File: src/sv/dbsu_pkg.sv
// Shared types and constants of the debug breakpoint and single-step unit.
package dbsu_pkg;

  localparam int THREADS     = 16;
  localparam int BREAKPOINTS = 16;
  localparam int ADDR_BITS   = 32;

  localparam int THR_W = (THREADS > 1) ? $clog2(THREADS) : 1;
  localparam int BP_W  = (BREAKPOINTS > 1) ? $clog2(BREAKPOINTS) : 1;

  localparam int KIND_W   = 4;
  localparam int THREAD_W = 4;
  localparam int CODE_W   = 32;
  localparam int LINE_W   = 16;
  localparam int DEPTH_W  = 8;
  localparam int SLOT_W   = 4;
  localparam int REASON_W = 2;

  typedef enum logic [KIND_W-1:0] {
    KIND_EXEC     = 4'd0,
    KIND_CONTINUE = 4'd1,
    KIND_OVER     = 4'd2,
    KIND_IN       = 4'd3,
    KIND_OUT      = 4'd4,
    KIND_PAUSE    = 4'd5,
    KIND_ATTACH   = 4'd6,
    KIND_DETACH   = 4'd7,
    KIND_BP_WRITE = 4'd8,
    KIND_BP_CLEAR = 4'd9,
    KIND_RELEASE  = 4'd10
  } kind_t;

  typedef enum logic [1:0] {
    MODE_NONE = 2'd0,
    MODE_OVER = 2'd1,
    MODE_IN   = 2'd2,
    MODE_OUT  = 2'd3
  } mode_t;

  typedef enum logic [REASON_W-1:0] {
    WHY_NONE  = 2'd0,
    WHY_BP    = 2'd1,
    WHY_STEP  = 2'd2,
    WHY_PAUSE = 2'd3
  } reason_t;

  typedef logic [ADDR_BITS-1:0] addr_t;

  typedef struct packed {
    logic [KIND_W-1:0]   kind;
    logic [THREAD_W-1:0] thread;
    addr_t               addr;
    logic [LINE_W-1:0]   line;
    logic [DEPTH_W-1:0]  depth;
    logic [SLOT_W-1:0]   slot;
    logic                en;
  } item_t;

  typedef struct packed {
    logic                hold;
    logic                stopped_event;
    reason_t             reason;
    logic [THREAD_W-1:0] event_thread;
  } res_t;

  typedef struct packed {
    logic            wr;
    logic            clr;
    logic [BP_W-1:0] slot;
    addr_t           addr;
    logic            en;
  } bp_cmd_t;

  typedef struct packed {
    logic               paused;
    mode_t              mode;
    logic [DEPTH_W-1:0] depth;
    logic [LINE_W-1:0]  line;
    addr_t              ign_addr;
    logic               ign_v;
  } thr_t;

endpackage

File: src/sv/dbsu_if.sv
// Request and result channel interfaces of the debug breakpoint and single-step unit.
interface dbsu_in_if;
  import dbsu_pkg::*;

  logic                valid;
  logic                ready;
  logic [KIND_W-1:0]   kind;
  logic [THREAD_W-1:0] thread;
  logic [CODE_W-1:0]   code_addr;
  logic [LINE_W-1:0]   line;
  logic [DEPTH_W-1:0]  depth;
  logic [SLOT_W-1:0]   bp_index;
  logic                bp_enable;

  modport source (
    output valid, kind, thread, code_addr, line, depth, bp_index, bp_enable,
    input  ready
  );
  modport sink (
    input  valid, kind, thread, code_addr, line, depth, bp_index, bp_enable,
    output ready
  );
endinterface

interface dbsu_out_if;
  import dbsu_pkg::*;

  logic                valid;
  logic                ready;
  logic                hold;
  logic                stopped_event;
  logic [REASON_W-1:0] reason;
  logic [THREAD_W-1:0] event_thread;

  modport source (
    output valid, hold, stopped_event, reason, event_thread,
    input  ready
  );
  modport sink (
    input  valid, hold, stopped_event, reason, event_thread,
    output ready
  );
endinterface

File: src/sv/debug_breakpoint_step_unit.sv
// Top level of the debug breakpoint and single-step unit: request register, decision and result register.
// The unit takes one request per clock cycle while the output channel is not stalled:
// a request is registered on entry, evaluated against the breakpoint table and the thread's debug
// state in the following cycle, and the result is registered for the output channel while the
// thread state is updated in the same edge. All breakpoint slots are compared in parallel, so the
// rate is set only by that single evaluation stage; a stalled output holds the stages behind it.
module debug_breakpoint_step_unit (
  input logic        clk,
  input logic        rst_n,
  dbsu_in_if.sink    in_ch,
  dbsu_out_if.source out_ch
);
  import dbsu_pkg::*;

  logic    s1_v_r;
  item_t   s1_r;
  logic    o_v_r;
  res_t    o_r;
  logic    out_free;
  logic    adv;
  logic    in_fire;
  logic    hit;
  res_t    res;
  bp_cmd_t bp_cmd;

  assign out_free    = !o_v_r || out_ch.ready;
  assign adv         = s1_v_r && out_free;
  assign in_ch.ready = !s1_v_r || out_free;
  assign in_fire     = in_ch.valid && in_ch.ready;

  always_ff @(posedge clk) begin
    if (!rst_n) begin
      s1_v_r <= 1'b0;
      o_v_r  <= 1'b0;
    end else begin
      if (in_ch.ready) begin
        s1_v_r <= in_ch.valid;
      end
      if (out_free) begin
        o_v_r <= s1_v_r;
      end
    end
  end

  always_ff @(posedge clk) begin
    if (in_fire) begin
      s1_r.kind   <= in_ch.kind;
      s1_r.thread <= in_ch.thread;
      s1_r.addr   <= ADDR_BITS'(in_ch.code_addr);
      s1_r.line   <= in_ch.line;
      s1_r.depth  <= in_ch.depth;
      s1_r.slot   <= in_ch.bp_index;
      s1_r.en     <= in_ch.bp_enable;
    end
    if (adv) begin
      o_r <= res;
    end
  end

  dbsu_bp_table u_bp_table (
    .clk         (clk),
    .rst_n       (rst_n),
    .bp_cmd      (bp_cmd),
    .lookup_addr (s1_r.addr),
    .hit         (hit)
  );

  dbsu_thread_ctx u_thread_ctx (
    .clk    (clk),
    .rst_n  (rst_n),
    .fire   (adv),
    .item   (s1_r),
    .hit    (hit),
    .res    (res),
    .bp_cmd (bp_cmd)
  );

  assign out_ch.valid         = o_v_r;
  assign out_ch.hold          = o_r.hold;
  assign out_ch.stopped_event = o_r.stopped_event;
  assign out_ch.reason        = o_r.reason;
  assign out_ch.event_thread  = o_r.event_thread;

  a_stop_holds: assert property (@(posedge clk) disable iff (!rst_n)
    out_ch.valid && out_ch.stopped_event && out_ch.reason != WHY_PAUSE |-> out_ch.hold)
    else $error("breakpoint or step stop without hold");

  a_quiet_result: assert property (@(posedge clk) disable iff (!rst_n)
    out_ch.valid && !out_ch.stopped_event |-> out_ch.reason == WHY_NONE &&
      out_ch.event_thread == '0)
    else $error("reason or thread set without a stopped notification");

  a_stage_kept: assert property (@(posedge clk) disable iff (!rst_n)
    s1_v_r && o_v_r && !out_ch.ready |=> s1_v_r && $stable(s1_r))
    else $error("pending request lost while the output stalls");

endmodule

File: src/sv/dbsu_bp_table.sv
// Breakpoint address table with a parallel match against the current code address.
module dbsu_bp_table (
  input  logic             clk,
  input  logic             rst_n,
  input  dbsu_pkg::bp_cmd_t bp_cmd,
  input  dbsu_pkg::addr_t  lookup_addr,
  output logic             hit
);
  import dbsu_pkg::*;

  logic [BREAKPOINTS-1:0] valid_r;
  addr_t                  addr_r [BREAKPOINTS];

  always_ff @(posedge clk) begin
    if (!rst_n) begin
      valid_r <= '0;
      for (int i = 0; i < BREAKPOINTS; i++) begin
        addr_r[i] <= '0;
      end
    end else begin
      for (int i = 0; i < BREAKPOINTS; i++) begin
        if (bp_cmd.clr) begin
          valid_r[i] <= 1'b0;
        end else if (bp_cmd.wr && bp_cmd.slot == BP_W'(i)) begin
          valid_r[i] <= bp_cmd.en;
          addr_r[i]  <= bp_cmd.addr;
        end
      end
    end
  end

  always_comb begin
    hit = 1'b0;
    for (int i = 0; i < BREAKPOINTS; i++) begin
      hit = hit | (valid_r[i] && addr_r[i] == lookup_addr);
    end
  end

endmodule

File: src/sv/dbsu_thread_ctx.sv
// Per-thread debug state and the stop decision for one request.
module dbsu_thread_ctx (
  input  logic              clk,
  input  logic              rst_n,
  input  logic              fire,
  input  dbsu_pkg::item_t   item,
  input  logic              hit,
  output dbsu_pkg::res_t    res,
  output dbsu_pkg::bp_cmd_t bp_cmd
);
  import dbsu_pkg::*;

  logic             attached_r;
  logic             attached_nxt;
  thr_t             thr_r [THREADS];
  thr_t             thr_nxt;
  thr_t             cur;
  logic             thr_we;
  logic [THR_W-1:0] t;
  logic             tok;
  logic             slot_ok;
  logic             ign_match;
  logic             changed;
  logic             step_stop;

  always_comb begin
    t            = THR_W'(item.thread);
    tok          = int'(item.thread) < THREADS;
    slot_ok      = int'(item.slot) < BREAKPOINTS;
    cur          = thr_r[t];
    thr_nxt      = cur;
    thr_we       = 1'b0;
    attached_nxt = attached_r;
    res          = '0;
    bp_cmd       = '0;
    bp_cmd.slot  = BP_W'(item.slot);
    bp_cmd.addr  = item.addr;
    bp_cmd.en    = item.en;
    ign_match    = cur.ign_v && cur.ign_addr == item.addr;
    changed      = item.line != cur.line;

    unique case (cur.mode)
      MODE_IN:   step_stop = changed;
      MODE_OVER: step_stop = (item.depth <= cur.depth) && changed;
      MODE_OUT:  step_stop = item.depth < cur.depth;
      MODE_NONE: step_stop = 1'b0;
      default:   step_stop = 1'b0;
    endcase

    unique case (kind_t'(item.kind))
      KIND_EXEC: begin
        if (attached_r && tok) begin
          if (cur.paused) begin
            res.hold = 1'b1;
          end else begin
            thr_we = 1'b1;
            if (hit && !ign_match) begin
              thr_nxt.paused    = 1'b1;
              thr_nxt.mode      = MODE_NONE;
              res.hold          = 1'b1;
              res.stopped_event = 1'b1;
              res.reason        = WHY_BP;
            end else begin
              // A breakpoint passed once after resuming, or none at all: the mark is spent.
              thr_nxt.ign_v    = 1'b0;
              thr_nxt.ign_addr = '0;
              if (step_stop) begin
                thr_nxt.paused    = 1'b1;
                thr_nxt.mode      = MODE_NONE;
                res.hold          = 1'b1;
                res.stopped_event = 1'b1;
                res.reason        = WHY_STEP;
              end
            end
          end
        end
      end
      KIND_CONTINUE, KIND_OVER, KIND_IN, KIND_OUT: begin
        if (tok) begin
          thr_we           = 1'b1;
          thr_nxt.paused   = 1'b0;
          thr_nxt.ign_addr = item.addr;
          thr_nxt.ign_v    = 1'b1;
          unique case (kind_t'(item.kind))
            KIND_OVER: begin
              thr_nxt.mode  = MODE_OVER;
              thr_nxt.depth = item.depth;
              thr_nxt.line  = item.line;
            end
            KIND_IN: begin
              thr_nxt.mode = MODE_IN;
              thr_nxt.line = item.line;
            end
            KIND_OUT: begin
              thr_nxt.mode  = MODE_OUT;
              thr_nxt.depth = item.depth;
            end
            default: begin
              thr_nxt.mode = MODE_NONE;
            end
          endcase
        end
      end
      KIND_PAUSE: begin
        if (tok) begin
          thr_we            = 1'b1;
          thr_nxt.paused    = 1'b1;
          res.stopped_event = 1'b1;
          res.reason        = WHY_PAUSE;
        end
      end
      KIND_ATTACH:   attached_nxt = 1'b1;
      KIND_DETACH:   attached_nxt = 1'b0;
      KIND_BP_WRITE: bp_cmd.wr    = slot_ok;
      KIND_BP_CLEAR: bp_cmd.clr   = 1'b1;
      KIND_RELEASE: begin
        if (tok) begin
          thr_we  = 1'b1;
          thr_nxt = '0;
        end
      end
      default: begin
      end
    endcase

    if (res.stopped_event) begin
      res.event_thread = item.thread;
    end
    if (!fire) begin
      bp_cmd.wr  = 1'b0;
      bp_cmd.clr = 1'b0;
    end
  end

  always_ff @(posedge clk) begin
    if (!rst_n) begin
      attached_r <= 1'b0;
      for (int i = 0; i < THREADS; i++) begin
        thr_r[i] <= '0;
      end
    end else if (fire) begin
      attached_r <= attached_nxt;
      if (thr_we) begin
        thr_r[t] <= thr_nxt;
      end
    end
  end

  a_stop_pauses: assert property (@(posedge clk) disable iff (!rst_n)
    fire && res.stopped_event |=> thr_r[$past(t)].paused)
    else $error("stopped thread is not marked paused");

  a_exec_detached_quiet: assert property (@(posedge clk) disable iff (!rst_n)
    fire && item.kind == KIND_EXEC && !attached_r |-> !res.hold && !res.stopped_event)
    else $error("execution request acted on while detached");

endmodule
File: src/flat_wrapper.sv
// flat-port wrapper written by rule: the top's interface ports become plain ports
module debug_breakpoint_step_unit_flat import dbsu_pkg::*;
  (clk, rst_n, in_ch_valid, in_ch_kind, in_ch_thread, in_ch_code_addr, in_ch_line, in_ch_depth, in_ch_bp_index, in_ch_bp_enable, in_ch_ready, out_ch_valid, out_ch_hold, out_ch_stopped_event, out_ch_reason, out_ch_event_thread, out_ch_ready);
  dbsu_in_if in_ch_i ();
  dbsu_out_if out_ch_i ();
  input logic clk;
  input logic rst_n;
  input wire logic [$bits(in_ch_i.valid)-1:0] in_ch_valid;
  input wire logic [$bits(in_ch_i.kind)-1:0] in_ch_kind;
  input wire logic [$bits(in_ch_i.thread)-1:0] in_ch_thread;
  input wire logic [$bits(in_ch_i.code_addr)-1:0] in_ch_code_addr;
  input wire logic [$bits(in_ch_i.line)-1:0] in_ch_line;
  input wire logic [$bits(in_ch_i.depth)-1:0] in_ch_depth;
  input wire logic [$bits(in_ch_i.bp_index)-1:0] in_ch_bp_index;
  input wire logic [$bits(in_ch_i.bp_enable)-1:0] in_ch_bp_enable;
  output wire logic [$bits(in_ch_i.ready)-1:0] in_ch_ready;
  output wire logic [$bits(out_ch_i.valid)-1:0] out_ch_valid;
  output wire logic [$bits(out_ch_i.hold)-1:0] out_ch_hold;
  output wire logic [$bits(out_ch_i.stopped_event)-1:0] out_ch_stopped_event;
  output wire logic [$bits(out_ch_i.reason)-1:0] out_ch_reason;
  output wire logic [$bits(out_ch_i.event_thread)-1:0] out_ch_event_thread;
  input wire logic [$bits(out_ch_i.ready)-1:0] out_ch_ready;
  assign in_ch_i.valid = in_ch_valid;
  assign in_ch_i.kind = in_ch_kind;
  assign in_ch_i.thread = in_ch_thread;
  assign in_ch_i.code_addr = in_ch_code_addr;
  assign in_ch_i.line = in_ch_line;
  assign in_ch_i.depth = in_ch_depth;
  assign in_ch_i.bp_index = in_ch_bp_index;
  assign in_ch_i.bp_enable = in_ch_bp_enable;
  assign in_ch_ready = in_ch_i.ready;
  assign out_ch_valid = out_ch_i.valid;
  assign out_ch_hold = out_ch_i.hold;
  assign out_ch_stopped_event = out_ch_i.stopped_event;
  assign out_ch_reason = out_ch_i.reason;
  assign out_ch_event_thread = out_ch_i.event_thread;
  assign out_ch_i.ready = out_ch_ready;
  debug_breakpoint_step_unit u_core (.clk(clk), .rst_n(rst_n), .in_ch(in_ch_i), .out_ch(out_ch_i));
endmodule
File: config.mk
export PLATFORM = sky130hd
export DESIGN_NAME = debug_breakpoint_step_unit_flat
export DESIGN_NICKNAME = d
export VERILOG_FILES = /design/src/sv/dbsu_pkg.sv /design/src/sv/dbsu_if.sv /design/src/sv/debug_breakpoint_step_unit.sv /design/src/sv/dbsu_bp_table.sv /design/src/sv/dbsu_thread_ctx.sv /design/src/flat_wrapper.sv
export SDC_FILE = /design/constraint.sdc
export NUM_CORES = 2
export LEC_CHECK = 0
export BUFFER_PORTS_ARGS = -buffer_cell sky130_fd_sc_hd__clkbuf_2
export CAP_MARGIN = 40
export CORE_MARGIN = 10
export CORE_UTILIZATION = 30
export CTS_BUF_LIST = sky130_fd_sc_hd__clkbuf_8
export DETAILED_ROUTE_END_ITERATION = 8
export MAX_ROUTING_LAYER = met4
export SYNTH_ARGS = -nofsm -noshare
export SYNTH_HDL_FRONTEND = slang
export SYNTH_SLANG_ARGS = --single-unit
export TNS_END_PERCENT = 100
File: constraint.sdc
create_clock -name clk -period 5.3 [get_ports clk]
set_input_delay 0.795 -clock clk [delete_from_list [all_inputs] [get_ports clk]]
set_output_delay 0.795 -clock clk [all_outputs]
set_load 0.005 [all_outputs]
* After elaboration in Yosys (flattened, before gate mapping)
Memories as Yosys holds them, arrays and structs flattened. A register that Yosys moved wholly into a read port is not among the register bits.
Index checks and enable logic that the tools add are counted.
** Word-level totals
- Flip-flop bits (word level) :: 96
- Bits in writable memories :: 1472
- Bits of input ports :: 73
- Output and inout port bits :: 10
- Logic and storage cells :: 284
- Memories kept :: 2
** Cells by class
- Order comparisons :: 2
- Equal/unequal tests :: 46
- Mux-type cells :: 117
- Bitwise operators :: 32
- Reduce and logical (&&, ||, !) cells :: 55
** Memories
- u_core.u_thread_ctx.thr_r :: words 16, width 60, read ports 1, clocked after memory_dff 1, wr ports 16, RTL line dbsu_thread_ctx.sv:15 : thr_t thr_r [THREADS];
- u_core.u_bp_table.addr_r :: words 16, width 32, read ports 16, clocked after memory_dff 0, wr ports 16, RTL line dbsu_bp_table.sv:12 : addr_t addr_r [BREAKPOINTS];
** Operators by type and width (count)
- 32-bit == test :: 17
- 32-bit two-way mux :: 16
- 33-bit two-way mux :: 3
- 33-bit one-hot mux with 3 select lines :: 1
- 1-bit two-way mux :: 75
- 60-bit two-way mux :: 1
- 60-bit OR reduction :: 1
- 24-bit one-hot mux with 2 select lines :: 1
- 4-bit == test, second input constant :: 11
- 1-bit logical AND :: 37
- 4-bit by 3-bit == test with 1-bit output, second input constant :: 8
- 1-bit bitwise OR :: 31
- 3-bit two-way mux :: 6
- 4-bit by 2-bit == test with 1-bit output, second input constant :: 4
- 16-bit two-way mux :: 1
- 4-bit two-way mux :: 4
- 16-bit inequality test :: 1
- 2-bit one-hot mux with 3 select lines :: 2
- 4-bit by 1-bit == test with 1-bit output, second input constant :: 2
- 8-bit <= comparator :: 1
- 4-bit zero test :: 2
- 8-bit less-than comparator :: 1
- 8-bit two-way mux :: 1
- 3-bit one-hot mux with 2 select lines :: 1
- 16 further kinds :: 24

* Longest topological paths before layout
An unclocked memory read counts as a cell.
- Depth in word-level cells :: 24
- Gate-level depth with buffers :: 23
- Mapped depth without buffers :: 14

* Cells and area by module
Synthesis repeated with hierarchy kept, for this count alone.
** Unflattened totals
- Cell total of the unflattened synthesis :: 5277
- Area, all modules :: 71677.5 µm²
** Modules (own cells, without submodules)
- dbsu_thread_ctx :: times used 1, cells each 3328, area an instance 45070.7 µm²
- dbsu_bp_table :: times used 1, cells each 1863, area an instance 24190.7 µm²
- debug_breakpoint_step_unit :: times used 1, cells each 86, area an instance 2416.1 µm²

* Worst setup path after synthesis
Ideal clock, no wire load.
- Kind :: register to register
- From :: reg (tool-made name)
- To :: mem u_core.u_thread_ctx.thr_r[10][59] (netlist bit), data pin
- Setup time :: 0.270 ns
- Data arrival time :: 4.884 ns
- Slack :: 0.146 ns
- Cell stages (with the launch flop) :: 23
- Clock period less this slack :: 5.154 ns
- Path through :: dfxtp_1 -> buf_2 -> buf_2 -> buf_2 -> buf_2 -> buf_1 -> clkbuf_1 -> clkbuf_1 -> mux4_2 -> mux4_2 -> inv_1 -> ha_1 -> nand3_1 -> o221a_2 -> o21ai_0 -> a21o_1 -> a21oi_1 -> o31ai_1 -> a31oi_1 -> or3_1 -> a21oi_2 -> buf_2 -> nor3_1
** RTL lines (RTL line)
- end, declared :: dbsu_thread_ctx.sv:15

==> flow_summary.yaml <==
run_status:
  run_status: "completed"
finish:
  nets: 5404
  syn_to_final_growth_pct: 16.74
  final_layout_size_suffix_gt1_share_pct: 19.34
place:
  port_buffers: 82
  finalWeightedCongestion: 0.8488
  hpwl_um: 136700
timing:
  rsz0062_at_grt: "false"
  relSlewSlack_pct: 35.99
  slew_viol_final: 0
  fin_skew_ps: 122.5
  fin_crit_ps: 4800
  fin_setup_tns_ps: 0
  period_share_pct: 90.57
  final_hold_viol_count: 0
  max_freq_ghz: 0.2083
  tightest_slew_ps: 950.1
  setup_violations: 0
  whs_ps: 86.12
route:
  drtIter0Drc: 5838
  wl_um: 230800
  drc: 0
  ant_nets: 0
  via_per_inst: 5.249
  via_count: 44959
  wl_per_cell_um: 26.94
  drt_first_pass_iters: 7
floorplan:
  fp.dieW_um: 503.1
  ios: 83
  dieArea_mm2: 0.2531
  chipHeight_um: 503.1
  core_area_mm2: 0.2323
  initial_core_util_pct: 30.14
  row_count: 177
synthesis:
  synthAdderAreaFrac_pct: 0.1430
  synthArstFlopShare_pct: 0
  synth-compound-area-share_pct: 2.994
  yosys-mux-area-fraction_pct: 9.141
  synth_area_leaders: "edfxtp_1 (66%), mux4_2 (7.1%), nor2_1 (6.9%)"
  ys_ff_latch: 1572
  yosys_warnings: 0
  synth_xor_area_share_pct: 7.218
  avgSynthCellArea_um2: 14.05
  yosysSeqAreaShare_pct: 67.10
  synth_nets: 5065
  syn_inst: 4984
  synth_cell_types: 77
  synth-simple-area-share_pct: 10.60
  synth_area_leader_cell: "edfxtp_1"
  synth_ff_type: "edfxtp_1"
  synth_top_family_by_area: "simple AND/OR/NAND/NOR gates"
  synth_area_mm2: 0.07001
  synth_top_cell_area_share_pct: 66.44
  synth_enable_flop_cells: 1549
run:
  cap_violations: 0
clocking:
  cts-hold-fix-buffers: 66
  numClockSinks: 1572
  h-tree-depth: 5
  clock_latency_ps: 1060
  postCtsSetupBuffers: 0
  clock_path_buffers: 4
  cts-buffers-inserted: 286
  cts-root-buf: "clkbuf_8"
  ctsResizeCount: 0
  cts_tree: "built"
  clk_pin_slew_ps: 60
power:
  ir_drop_mv: 0.1648
  p_total_mw: 28.12
  power_leakage_nw: 29.71
  p_per_area_mw_per_mm2: 344.1
critical_path:
  arrival_ps: 5530
  crit_fanout: 21
  end_kind: "flop"
  criticalPathCategory: "reg2reg"
  worstSetupStartpointType: "flop"
  critical_path_required_ps: 6030
grt:
  grt_max_degree: 61
  grt_pass1_vias: 44729
  gr-total-overflow: 0
  grt_antenna_before_repair: 8
  grt_pass1_wl_um: 325600
  track_usage_pct: 18.18
hold_path:
  hold_path_class: "in2reg"
## metrics by stage
stage / utilization, % / worst slack [ps] / instance area [um2] / instances
after global placement: 32.58 / 571.2 / 75690 / 7989
after global routing: 35.18 / 336.7 / 81730 / 8565
after detailed placement: 32.77 / 587.8 / 76120 / 8012
after floorplan: - / 146.4 / 70010 / 4984
final: 35.18 / 499.8 / 81730 / 8566
after CTS: 35.17 / 529.4 / 81710 / 8560
## area by class of cell
type                            instances  area [um2]
Antenna cell                            6       15.01
Clock buffer                          295        4060
Clock inverter                        187       872.1
Fill cell                           22182      150600
Inverter                               55       210.2
Multi-Input combinational cell       2949       21390
Sequential cell                      1572       46990
Tap cell                             3043        3807
Timing Repair Buffer                  459        4388
## logic make-up after synthesis
| group | Yosys count |
|---|---|
| fa+ha+maj | 8 |
| simple gates | 1776 |
| buf+inv | 463 |
| flops | 1572 |
| xor+xnor | 577 |
| mux | 362 |
| compound gates | 226 |
## cell usage in the layout, fill, tap and decap left out, types with 9 or more instances in the layout
cell / n
o21ai_0: 28
a22o_1: 12
clkinv_1: 65
inv_1: 136
nand3_1: 49
buf_16: 9
nor2_1: 1278
nand2_4: 28
nor4_1: 114
xnor2_1: 91
clkbuf_8: 295
a22oi_1: 35
and3_1: 14
nand4_1: 31
clkbuf_2: 81
nand2_1: 136
nor2b_1: 14
nand2b_1: 10
nor3_2: 10
nor3_1: 64
a31oi_1: 9
mux2_2: 19
buf_12: 60
clkinv_2: 25
dfxtp_1: 19
edfxtp_1: 1549
buf_4: 236
mux4_2: 220
xor2_1: 486
mux2i_1: 123
dlygate4sd3_1: 66
a22oi_4: 16
a2bb2oi_4: 10
and2_1: 9
a21oi_1: 41
## metal layers
metal  part of all wire, %  vias to the layer above  global-route usage (%)
li1                      -                    18675                       -
met1                    40                    23184                   23.84
met2                    47                     2574                   28.47
met3                   9.3                      526                   3.301
met4                   3.6                        0                   6.241
met5                     0                        -                       -
## report_power, final
part	switching (mW)	internal, mW
Sequential	0.262	14.1
Clock	5.11	5.32
Combinational	2.11	1.19
Total	7.48	20.6
## synthesized netlist by cell type, types with 3 or more instances
cell type and number:
dfxtp_1 23, a21oi_2 3, nor3_2 10, edfxtp_1 1549
a22oi_4 16, mux2i_1 123, a22oi_1 35, buf_6 12
mux4_2 220, xor2_1 486, o21ai_0 32, ha_1 8
a2111oi_0 3, a21oi_1 41, nand3_1 53, o22ai_1 6
a21o_1 3, inv_1 54, nor3_1 64, buf_2 77
buf_1 46, a221oi_1 8, a2bb2oi_4 10, a211oi_1 7
nand2_1 164, o211ai_1 4, xnor2_1 91, nor2b_1 14
nand2b_1 10, mux2_2 19, a32oi_4 3, a31oi_1 9
nor4_1 114, o21ai_1 3, nor2_1 1279, and2_1 9
a22o_1 12, and3_1 14, a32oi_1 4, buf_4 11
nand4_1 31, clkbuf_1 262
## worst paths after layout
kind | from | end | depth (start not counted) | slack, ps
worst min-delay path | in_ch_thread[0] | u_core.s1_r[61] | 1 | 90
worst max-delay path | flop | u_core.u_thread_ctx.thr_r[1][25] | 15 | 500
worst max register to register | flop | u_core.u_thread_ctx.thr_r[1][25] | 15 | 500
worst min register to register | u_core.u_bp_table.valid_r[1] | u_core.u_bp_table.valid_r[1] | 2 | 460
## state kept, by name, indices dropped and copies added (netlist names), named ones only
register,count
u_core.u_thread_ctx.thr_r,960
u_core.u_bp_table.addr_r,512
u_core.s1_r,69
u_core.u_bp_table.valid_r,16
u_core.out_ch.event_thread,4
u_core.out_ch.reason,2
u_core.out_ch.hold,1
u_core.out_ch.stopped_event,1
u_core.out_ch.valid,1
u_core.s1_v_r,1
u_core.u_thread_ctx.attached_r,1
## critical path, stage by stage, from the launching register on
cell and delay (ps):
dfxtp_4 470, buf_12 270, buf_12 210, buf_4 200
mux4_2 520, a221oi_1 320, buf_4 200, xnor2_1 200
nand4_1 240, nor4_1 310, a41oi_2 210, buf_4 220
o21bai_2 160, buf_12 220, a2bb2oi_2 600, nor2_1 90
No activity file was read; power rests on OpenSTA's default activity.
